## src/hdl/tspl_pkg.sv

```systemverilog
package tspl_pkg;

    // Pool geometry.
    localparam int SLOTS = 16;
    localparam int IDX_W = (SLOTS > 1) ? $clog2(SLOTS) : 1;
    localparam int CNT_W = $clog2(SLOTS + 1);
    localparam int EXC_W = CNT_W + 1;

    // Field widths.
    localparam int TIME_W   = 16;
    localparam int SIU_W    = 5;
    localparam int LIMIT_W  = 7;
    localparam int OUT_IDX_W = 4;
    localparam int OUT_CNT_W = 5;

    // Register reset values.
    localparam logic [SIU_W-1:0]   SIU_RESET   = 5'd16;
    localparam logic [LIMIT_W-1:0] LIMIT_RESET = 7'd10;
    localparam logic [TIME_W-1:0]  FADE_RESET  = 16'd800;

    // Register indexes on the configuration port.
    localparam logic [1:0] REG_SLOTS_IN_USE = 2'd0;
    localparam logic [1:0] REG_LINGER_LIMIT = 2'd1;
    localparam logic [1:0] REG_FADE_MS      = 2'd2;

    // Operation codes.
    localparam logic [1:0] OP_SPAWN   = 2'd0;
    localparam logic [1:0] OP_TICK    = 2'd1;
    localparam logic [1:0] OP_CLEAR   = 2'd2;
    localparam logic [1:0] OP_UNKNOWN = 2'd3;

    // Slot phases.
    typedef logic [1:0] phase_t;
    localparam phase_t PH_FREE   = 2'd0;
    localparam phase_t PH_ACTIVE = 2'd1;
    localparam phase_t PH_LINGER = 2'd2;
    localparam phase_t PH_FADE   = 2'd3;

endpackage

```

## src/hdl/timed_slot_pool_lifecycle_unit.sv

```systemverilog
// Spawn: one slot probed a cycle until a free slot is found or the spawn limit is reached.
// Tick: an update pass over every slot, then an evict pass when the live count reaches
// the linger limit, then the result; one shared saturating subtractor walks the slots.
// Clear: one slot freed a cycle. Unknown opcode: straight to the result.
// One transaction at a time; s_tready is high only while the sequencer is idle.
// Synchronous active-low reset frees every slot, loads register defaults, empties output.
module timed_slot_pool_lifecycle_unit (
    input  logic        aclk,
    input  logic        aresetn,
    // Input channel.
    input  logic        s_tvalid,
    output logic        s_tready,
    // [15:0] lifetime_ms, [16] free_on_timeout, [32:17] elapsed_ms, [39:33] zero
    input  logic [39:0] s_tdata,
    // [1:0] opcode
    input  logic [1:0]  s_tuser,
    // Result channel.
    output logic        m_tvalid,
    input  logic        m_tready,
    // [3:0] slot_index, [4] spawn_ok, [9:5] live_count, [14:10] evicted_count, [15] zero
    output logic [15:0] m_tdata,
    // Configuration port.
    input  logic        psel,
    input  logic        penable,
    input  logic        pwrite,
    input  logic [3:0]  paddr,
    input  logic [31:0] pwdata,
    output logic [31:0] prdata,
    output logic        pready
);

    localparam logic [2:0] ST_IDLE  = 3'd0;
    localparam logic [2:0] ST_SPAWN = 3'd1;
    localparam logic [2:0] ST_TICK  = 3'd2;
    localparam logic [2:0] ST_EVICT = 3'd3;
    localparam logic [2:0] ST_CLEAR = 3'd4;
    localparam logic [2:0] ST_DONE  = 3'd5;

    localparam int CW = tspl_pkg::CNT_W;
    localparam int EW = tspl_pkg::EXC_W;
    localparam int TW = tspl_pkg::TIME_W;

    // Configuration registers.
    logic [tspl_pkg::SIU_W-1:0]   cfg_siu_reg;
    logic [tspl_pkg::LIMIT_W-1:0] cfg_limit_reg;
    logic [TW-1:0]                cfg_fade_reg;

    // Slot state.
    tspl_pkg::phase_t phase_reg [tspl_pkg::SLOTS];
    logic [TW-1:0]    timer_reg [tspl_pkg::SLOTS];
    logic             lingers_reg [tspl_pkg::SLOTS];

    // Sequencer and result registers.
    logic [2:0]  state_reg, state_next;
    logic [CW-1:0] cnt_reg, cnt_next;
    logic [CW-1:0] live_reg, live_next;
    logic [EW-1:0] excess_reg, excess_next;
    logic [CW-1:0] evict_reg, evict_next;
    logic [tspl_pkg::OUT_IDX_W-1:0] res_idx_reg, res_idx_next;
    logic        res_ok_reg, res_ok_next;
    logic        m_tvalid_reg, m_tvalid_next;
    logic [15:0] m_tdata_reg, m_tdata_next;

    // Captured transaction payload.
    logic [1:0]    op_reg;
    logic [TW-1:0] life_reg;
    logic          fot_reg;
    logic [TW-1:0] dt_reg;

    // Slot write port.
    logic             ph_we, tm_we, lg_we;
    tspl_pkg::phase_t ph_wdata;
    logic [TW-1:0]    tm_wdata;
    logic             lg_wdata;

    logic [tspl_pkg::IDX_W-1:0] slot;
    tspl_pkg::phase_t ph_cur;
    logic [TW:0]     sub_full;
    logic [TW-1:0]   tm_sat;
    logic [CW-1:0]   lim;
    logic            last_slot;
    logic            s_accept;
    logic            cfg_we;
    logic [CW-1:0]   live_inc;

    assign s_tready = (state_reg == ST_IDLE);
    assign s_accept = s_tvalid && s_tready;
    assign m_tvalid = m_tvalid_reg;
    assign m_tdata  = m_tdata_reg;
    assign pready   = 1'b1;
    assign cfg_we   = psel && penable && pwrite && pready;

    // Slot under the sequencer and the shared saturating subtractor.
    assign slot      = cnt_reg[tspl_pkg::IDX_W-1:0];
    assign ph_cur    = phase_reg[slot];
    assign sub_full  = {1'b0, timer_reg[slot]} - {1'b0, dt_reg};
    assign tm_sat    = sub_full[TW] ? '0 : sub_full[TW-1:0];
    assign last_slot = (cnt_reg == CW'(tspl_pkg::SLOTS - 1));
    assign lim = (32'(cfg_siu_reg) > tspl_pkg::SLOTS) ? CW'(tspl_pkg::SLOTS)
                                                      : CW'(cfg_siu_reg);

    // Configuration writes.
    always_ff @(posedge aclk) begin
        if (!aresetn) begin
            cfg_siu_reg   <= tspl_pkg::SIU_RESET;
            cfg_limit_reg <= tspl_pkg::LIMIT_RESET;
            cfg_fade_reg  <= tspl_pkg::FADE_RESET;
        end else if (cfg_we) begin
            unique case (paddr[3:2])
                tspl_pkg::REG_SLOTS_IN_USE: cfg_siu_reg   <= pwdata[tspl_pkg::SIU_W-1:0];
                tspl_pkg::REG_LINGER_LIMIT: cfg_limit_reg <= pwdata[tspl_pkg::LIMIT_W-1:0];
                tspl_pkg::REG_FADE_MS:      cfg_fade_reg  <= pwdata[TW-1:0];
                default: ;
            endcase
        end
    end

    // Configuration reads.
    always_comb begin
        unique case (paddr[3:2])
            tspl_pkg::REG_SLOTS_IN_USE: prdata = 32'(cfg_siu_reg);
            tspl_pkg::REG_LINGER_LIMIT: prdata = 32'(cfg_limit_reg);
            tspl_pkg::REG_FADE_MS:      prdata = 32'(cfg_fade_reg);
            default:                    prdata = '0;
        endcase
    end

    // Sequencer: one slot per cycle in every pass.
    always_comb begin
        state_next    = state_reg;
        cnt_next      = cnt_reg;
        live_next     = live_reg;
        excess_next   = excess_reg;
        evict_next    = evict_reg;
        res_idx_next  = res_idx_reg;
        res_ok_next   = res_ok_reg;
        m_tvalid_next = m_tvalid_reg;
        m_tdata_next  = m_tdata_reg;
        ph_we    = 1'b0;
        ph_wdata = tspl_pkg::PH_FREE;
        tm_we    = 1'b0;
        tm_wdata = tm_sat;
        lg_we    = 1'b0;
        lg_wdata = !fot_reg;
        live_inc = live_reg;

        if (m_tvalid_reg && m_tready) begin
            m_tvalid_next = 1'b0;
        end

        unique case (state_reg)
            ST_IDLE: begin
                if (s_accept) begin
                    cnt_next     = '0;
                    live_next    = '0;
                    evict_next   = '0;
                    excess_next  = '0;
                    res_idx_next = '0;
                    res_ok_next  = 1'b0;
                    unique case (s_tuser)
                        tspl_pkg::OP_SPAWN: state_next = (lim != '0) ? ST_SPAWN : ST_DONE;
                        tspl_pkg::OP_TICK:  state_next = ST_TICK;
                        tspl_pkg::OP_CLEAR: state_next = ST_CLEAR;
                        default:            state_next = ST_DONE;
                    endcase
                end
            end
            ST_SPAWN: begin
                // Probe the lowest untested slot below the spawn limit.
                if (ph_cur == tspl_pkg::PH_FREE) begin
                    ph_we        = 1'b1;
                    ph_wdata     = tspl_pkg::PH_ACTIVE;
                    tm_we        = 1'b1;
                    tm_wdata     = life_reg;
                    lg_we        = 1'b1;
                    res_ok_next  = 1'b1;
                    res_idx_next = tspl_pkg::OUT_IDX_W'(slot);
                    state_next   = ST_DONE;
                end else if (cnt_reg + CW'(1) >= lim) begin
                    state_next = ST_DONE;
                end else begin
                    cnt_next = cnt_reg + CW'(1);
                end
            end
            ST_TICK: begin
                // Count live slots and age every timed slot.
                if (ph_cur != tspl_pkg::PH_FREE) begin
                    if (ph_cur != tspl_pkg::PH_FADE) begin
                        live_inc = live_reg + CW'(1);
                    end
                    if (ph_cur != tspl_pkg::PH_LINGER) begin
                        tm_we = 1'b1;
                        if (tm_sat == '0) begin
                            ph_we = 1'b1;
                            if (ph_cur == tspl_pkg::PH_FADE) begin
                                ph_wdata = tspl_pkg::PH_FREE;
                            end else if (lingers_reg[slot]) begin
                                ph_wdata = tspl_pkg::PH_LINGER;
                            end else begin
                                ph_wdata = tspl_pkg::PH_FADE;
                                tm_wdata = cfg_fade_reg;
                            end
                        end
                    end
                end
                live_next = live_inc;
                if (last_slot) begin
                    cnt_next = '0;
                    if (32'(live_inc) >= 32'(cfg_limit_reg)) begin
                        excess_next = EW'(32'(live_inc) + 32'd1 - 32'(cfg_limit_reg));
                        state_next  = ST_EVICT;
                    end else begin
                        state_next = ST_DONE;
                    end
                end else begin
                    cnt_next = cnt_reg + CW'(1);
                end
            end
            ST_EVICT: begin
                // Force the first excess lingering slots into fading.
                if (ph_cur == tspl_pkg::PH_LINGER) begin
                    ph_we       = 1'b1;
                    ph_wdata    = tspl_pkg::PH_FADE;
                    tm_we       = 1'b1;
                    tm_wdata    = cfg_fade_reg;
                    excess_next = excess_reg - EW'(1);
                    evict_next  = evict_reg + CW'(1);
                end
                if (last_slot || (excess_next == '0)) begin
                    state_next = ST_DONE;
                end else begin
                    cnt_next = cnt_reg + CW'(1);
                end
            end
            ST_CLEAR: begin
                ph_we    = 1'b1;
                ph_wdata = tspl_pkg::PH_FREE;
                if (last_slot) begin
                    state_next = ST_DONE;
                end else begin
                    cnt_next = cnt_reg + CW'(1);
                end
            end
            ST_DONE: begin
                // Hand the result to the output register once it is free.
                if (!m_tvalid_reg || m_tready) begin
                    m_tvalid_next = 1'b1;
                    m_tdata_next  = {1'b0,
                                     tspl_pkg::OUT_CNT_W'(evict_reg),
                                     tspl_pkg::OUT_CNT_W'(live_reg),
                                     res_ok_reg,
                                     res_idx_reg};
                    state_next    = ST_IDLE;
                end
            end
            default: state_next = ST_IDLE;
        endcase
    end

    // Control registers.
    always_ff @(posedge aclk) begin
        if (!aresetn) begin
            state_reg    <= ST_IDLE;
            cnt_reg      <= '0;
            live_reg     <= '0;
            excess_reg   <= '0;
            evict_reg    <= '0;
            res_idx_reg  <= '0;
            res_ok_reg   <= 1'b0;
            m_tvalid_reg <= 1'b0;
        end else begin
            state_reg    <= state_next;
            cnt_reg      <= cnt_next;
            live_reg     <= live_next;
            excess_reg   <= excess_next;
            evict_reg    <= evict_next;
            res_idx_reg  <= res_idx_next;
            res_ok_reg   <= res_ok_next;
            m_tvalid_reg <= m_tvalid_next;
        end
    end

    // Output payload and captured transaction fields.
    always_ff @(posedge aclk) begin
        m_tdata_reg <= m_tdata_next;
        if (s_accept) begin
            op_reg   <= s_tuser;
            life_reg <= s_tdata[15:0];
            fot_reg  <= s_tdata[16];
            dt_reg   <= s_tdata[32:17];
        end
    end

    // Slot phases reset to free.
    always_ff @(posedge aclk) begin
        if (!aresetn) begin
            for (int i = 0; i < tspl_pkg::SLOTS; i++) begin
                phase_reg[i] <= tspl_pkg::PH_FREE;
            end
        end else if (ph_we) begin
            phase_reg[slot] <= ph_wdata;
        end
    end

    // Timers and linger flags are only read for slots that have been spawned.
    always_ff @(posedge aclk) begin
        if (tm_we) begin
            timer_reg[slot] <= tm_wdata;
        end
        if (lg_we) begin
            lingers_reg[slot] <= lg_wdata;
        end
    end

    // A spawn result never carries tick counts.
    a_spawn_no_counts: assert property (@(posedge aclk) disable iff (!aresetn)
        (m_tvalid_reg && m_tdata_reg[4]) |-> (m_tdata_reg[14:5] == '0))
        else $error("spawn result carries tick counts");

    // Evictions never exceed the live count plus one.
    a_evict_bound: assert property (@(posedge aclk) disable iff (!aresetn)
        m_tvalid_reg |-> (m_tdata_reg[14:10] <= m_tdata_reg[9:5] + 5'd1))
        else $error("evicted count exceeds live count plus one");

    // Spawn success is flagged only when the opcode spawns.
    a_ok_only_spawn: assert property (@(posedge aclk) disable iff (!aresetn)
        (state_reg == ST_DONE && res_ok_reg) |-> (op_reg == tspl_pkg::OP_SPAWN))
        else $error("spawn success flagged for a non-spawn operation");

    // The spawn probe stays below the spawn limit.
    a_spawn_in_range: assert property (@(posedge aclk) disable iff (!aresetn)
        (state_reg == ST_SPAWN) |-> (cnt_reg < lim))
        else $error("spawn probe beyond slots in use");

    // An eviction pass only runs while evictions remain owed.
    a_evict_owed: assert property (@(posedge aclk) disable iff (!aresetn)
        (state_reg == ST_EVICT) |-> (excess_reg != '0))
        else $error("eviction pass with nothing owed");

endmodule
```

## config.mk

```make
export PLATFORM = sky130hd
export DESIGN_NAME = timed_slot_pool_lifecycle_unit
export DESIGN_NICKNAME = d
export VERILOG_FILES = /design/src/hdl/tspl_pkg.sv /design/src/hdl/timed_slot_pool_lifecycle_unit.sv
export SDC_FILE = /design/constraint.sdc
export NUM_CORES = 1
export LEC_CHECK = 0
export BUFFER_PORTS_ARGS = -buffer_cell sky130_fd_sc_hd__buf_2
export CAP_MARGIN = 15
export CORE_MARGIN = 3
export CORE_UTILIZATION = 65
export DETAILED_ROUTE_END_ITERATION = 16
export GPL_TIMING_DRIVEN = 0
export PLACE_DENSITY = 0.85
export SYNTH_ARGS = -nofsm -noshare
export SYNTH_HDL_FRONTEND = slang
export SYNTH_SLANG_ARGS = --single-unit
```

## constraint.sdc

```tcl
create_clock -name aclk -period 17.7 [get_ports aclk]
set_input_delay 2.655 -clock aclk [delete_from_list [all_inputs] [get_ports aclk]]
set_output_delay 2.655 -clock aclk [all_outputs]
set_load 0.01 [all_outputs]
```

== Word-level counts from Yosys, hierarchy flattened ==
Memories as Yosys holds them, arrays and structs flattened. A register that Yosys moved wholly into a read port is not among the register bits.
Cells that the tools add are included.

* Input port bits: 85
* Memories: 3
* RAM bits: 304
* Register bits: 106
* Word-level logic and storage cells: 172
* Bits in read-only memories: 0
* Latch bits: 0
* Output and inout port bits: 51

{| class="wikitable"
|+ Memories
! name !! words !! bits a word !! read ports !! clocked after Yosys merged registers in !! wr ports !! line !! RTL
|-
| timer_reg || 16 || 16 || 1 || 1 || 1 || timed_slot_pool_lifecycle_unit.sv:50 || <nowiki>logic [TW-1:0] timer_reg [tspl_pkg::SLOTS];</nowiki>
|-
| phase_reg || 16 || 2 || 1 || 1 || 16 || timed_slot_pool_lifecycle_unit.sv:49 || <nowiki>tspl_pkg::phase_t phase_reg [tspl_pkg::SLOTS];</nowiki>
|-
| lingers_reg || 16 || 1 || 1 || 1 || 1 || timed_slot_pool_lifecycle_unit.sv:51 || <nowiki>logic lingers_reg [tspl_pkg::SLOTS];</nowiki>
|}

* Equal/unequal tests: 27
* Add/subtract/negate cells: 7
* Div/mod/pow operators: 0
* Muxes and demuxes: 85
* Magnitude comparators: 3
* Bitwise logic cells: 0
* Multipliers: 0
* Reductions and logical operators: 32
* Shift operators: 0

{| class="wikitable"
|+ Operators by type and width
! cell !! count
|-
| $mux W16 || 8
|-
| $pmux W16 S3 || 2
|-
| $mux W5 || 11
|-
| $mux W4 || 9
|-
| $mux W6 || 5
|-
| $mux W3 || 9
|-
| $ne A2 B2 Y1 const B || 13
|-
| $pmux W5 S5 || 1
|-
| $mux W1 || 24
|-
| $pmux W5 S2 || 2
|-
| $pmux W3 S6 || 1
|-
| $pmux W6 S3 || 1
|-
| $sub A16 B16 Y17 || 1
|-
| $logic_not A16 Y1 || 1
|-
| $add A5 B1 Y5 const B || 3
|-
| $mux W2 || 6
|-
| $reduce_and A6 Y1 || 2
|-
| $reduce_and A2 Y1 || 5
|-
| $reduce_bool A5 Y1 || 2
|-
| $pmux W3 S3 || 1
|-
| $eq A2 B2 Y1 const B || 4
|-
| $pmux W4 S2 || 1
|-
| $reduce_bool A2 Y1 || 4
|-
| $ge A5 B7 Y1 || 1
|-
| other kinds (26) || 37
|}

== Logic depth before layout (Yosys ltp) ==
* Word-level depth: 12
* Gate-level depth with buffers: 18
* Mapped depth without buffers: 15

== Least setup slack after synthesis ==
OpenSTA, ideal clock, no wires.

* Path kind: reg2reg
* From: reg (tool-made name)
* To: mem timer_reg[0][11] (netlist name), data pin
* Setup time: 0.378 ns
* Setup slack: 11.310 ns
* Clock period less this slack: 6.390 ns
* Path buffers: 3
* Arrival time: 6.012 ns
* Required time: 17.322 ns
* Stages on the path, launching flop included: 16
* Path through: dfxtp_1 -> clkbuf_1 -> clkbuf_1 -> buf_1 -> mux4_2 -> mux4_2 -> ha_1 -> a21o_1 -> or3_1 -> o21a_1 -> a311o_1 -> o21ai_2 -> a41oi_1 -> nor4_4 -> nor3_1 -> nor4_1

{| class="wikitable"
|+ RTL lines
! what !! line
|-
| to (decl) || timed_slot_pool_lifecycle_unit.sv:50
|}

==> impl_results.md <==
- Total core area: around 28,000 um^2
- Sequential share of the synthesized area: 63.55%
- GRT overflow: 0
- Initial Utilization: 66.35%
- Reg2reg setup slack: 9910 ps
- Worst hold path type: flop to flop
- First-pass GRT wire length: 75.71 mm
- Vias in the first global route: 12,340
- Clock transition at path regs: 60 ps
- Std-Cell Rows: 61
- Die Span Y: 175.1 um
- Final setup margin: 9912 ps
- YS warnings: 0
- Final wirelength: about 50 mm
- Final min period: 7788 ps
- Pwr Density: 165.5 nW/um^2
- Latest clock arrival within the worst-skew pair: about 560 ps
- Num CTS Buffers: 41
- CTS Root Cell: clkbuf_16
- Antenna Nets Post-Route: 0
- Initial antenna violation count: 2
- Fin nets: 1,587
- WL/cell: 27.37 um
- IO Pins: between 100 and 150
- CP Data Arrival Time: 8040 ps
- Final non-filler cell total: 1,859
- Sink Count: approximately 410
- Fin util: between 70% and 80%
- Outcome: complete, no violations
- Dpl hpwl: about 34 mm
- Vias per cell: 6.776
- Slew margin rel.: 27.28%
- Final Setup Violations: 0
- Startpoint types: flop
- Final Max Tran Viols: 0
- Kind of critical path: flop to flop
- DR vias: 12,600
- Placed insts: between 1,500 and 2,000
- Register bit total from synthesis: 414
- CTS tree: done
- Total GRT Usage: roughly a third
- Dominant synthesized flop cell: edfxtp_1
- Drt first pass iters: 7
- CTS resizes: 0
- Total Power: 3.513 mW
- Final Hold Fails: 0
- Worst Path Max Fanout: 16
- Number of library cell types mapped by synthesis: 72
- Sum of negative setup slack: 0 ps
- Pin count of the biggest net entering global routing: 26
- Fillers: 1,597
- Pleak: 7.409 nW
- Post-DP Area: 19,840 um^2
- Worst-Margin Slew: between 1000 and 1500 ps
- Pre-CTS setup slack: 9737 ps
- RSZ-0062 raised after global routing: false
- Design Area, Final: 21,230 um^2
- Max-cap violations: 0
- Placer Congestion: 0.9507
- Min Hold Slack: 433.0 ps
- Async SR Flop Fraction: 0%
- Synthesized instance count: 1,284
- Syn Std Cell Area: 18,590 um^2
- Drt drc: 0
- Clock skew: 20.78 ps
- H-tree Lvls: 2
- Post-synth EDFFs: 352
- Crit. End Element: flop
- First DRT Iteration DRCs: 1,774
- Port buffer count: 91
- Period utilization: between 40% and 50%
- Horiz. Die Dim: 175.1 um
- Postcts setup bufs: 0
- P&R area growth vs syn: 14.21%
- Fmax: 128.4 MHz
- Layout cells sized above 1: 21.69%
- Largest register FFs: 256
- Required time worst endpoint: ~18,000 ps
- CTS max path bufs: 3
- Synth Area per Inst: between 10 and 15 um^2
- Worst ir drop on vdd: around 0.10 mV
- CTS hold repair buffers: 0
- Die area: 30,660 um^2
==> Yosys cell counts, drive strengths merged, types with 5 or more instances <==
library cell / n / area share [%]
buf: 36 / 1.2
and3: 6 / 0.20
a211oi: 9 / 0.39
nor2: 92 / 1.9
nand3: 31 / 0.83
a21oi: 60 / 1.6
inv: 46 / 0.93
nor4: 8 / 0.35
nand4: 6 / 0.20
edfxtp: 352 / 57
xor2: 15 / 0.71
and2: 12 / 0.40
a31oi: 6 / 0.20
ha: 48 / 3.2
mux2i: 20 / 1.1
dfxtp: 62 / 6.7
clkbuf: 48 / 0.97
xnor2: 11 / 0.52
nand2: 99 / 2.0
o21a: 5 / 0.20
nor3: 40 / 1.1
o211ai: 6 / 0.24
mux4: 95 / 12
nand2b: 12 / 0.40
nor2b: 13 / 0.44
or2: 6 / 0.20
o21ai: 55 / 1.6
or3: 7 / 0.26
a21o: 18 / 0.73
a221o: 10 / 0.54
==> routing by layer <==
layer | up-vias | GRT usage [%] | part of all wire (%)
met5 | - | 0 | 0.026
met4 | 2 | 17.02 | 6.1
met3 | 229 | 5.780 | 11
met2 | 1080 | 54.64 | 48
met1 | 6062 | 43.84 | 35
li1 | 5224 | - | -
==> worst max-delay path, cell delays in order, from the launching register on <==
cell and delay, ps:
dfxtp_1 310, clkbuf_1 580, clkbuf_1 620, buf_1 840, mux4_2 660, mux4_2 580, ha_1 300, clkbuf_1 190
a21o_1 230, a31oi_1 230, nand3_1 120, o31ai_1 310, xor2_1 350, a41oi_1 420, or4_4 600, buf_6 150
o21ai_4 280, a221o_1 670
==> power breakdown <==
part / leakage [nW] / switching [mW] / internal (mW)
clock network: 0.662 / 0.379 / 0.513
logic: 2.97 / 0.859 / 0.414
registers: 3.78 / 0.0285 / 1.32
total: 7.41 / 1.27 / 2.25
==> layout make-up <==
type                       instances  area, um^2  share of cell area, %
clock buffer                      54        1086                  5.116
clock inverter                    18       269.0                  1.267
sequential                       414       11810                  55.64
buffer                            84       411.6                  1.939
timing repair buffer             108       685.7                  3.230
inverter                          46       172.7                 0.8134
multi-input combinational        756        6315                  29.75
tap                              378       473.0                  2.228
antenna                            1       2.502                0.01179
==> worst paths after layout <==
kind,startpoint,end,cells past startpoint
max,flop,timer_reg[11][4],17
min,res_idx_reg[3],m_tdata[3],0
max reg2reg,flop,timer_reg[11][4],17
min reg2reg,res_idx_reg[3],m_tdata[3],0
==> logic make-up after synthesis <==
kind of cell	after synthesis	share of synthesized area, %
DFF	414	63.55
muxes	117	12.71
AOI/OAI and AO/OA	202	7.062
adders and majority gates	51	3.555
xor gates and xnor gates	26	1.225
and+or+nand+nor	342	8.711
other	2	0.04041
buffers and inverters	130	3.144
==> cell usage in the layout (no fill, tap or decap), types with 13 or more instances in the layout <==
cell type and count:
edfxtp_1 352, clkbuf_16 41, clkbuf_1 59, xor2_1 15
dfxtp_1 62, nor3_1 40, nand2_1 99, conb_1 18
nor2_2 16, o21ai_0 22, mux2i_1 20, nor2_1 76
a21o_1 18, nor2b_1 13, buf_4 22, o21ai_1 31
nand3_1 31, ha_1 48, buf_2 96, mux4_2 95
inv_1 46, a21oi_1 60
No activity file was read; power rests on OpenSTA's default activity.
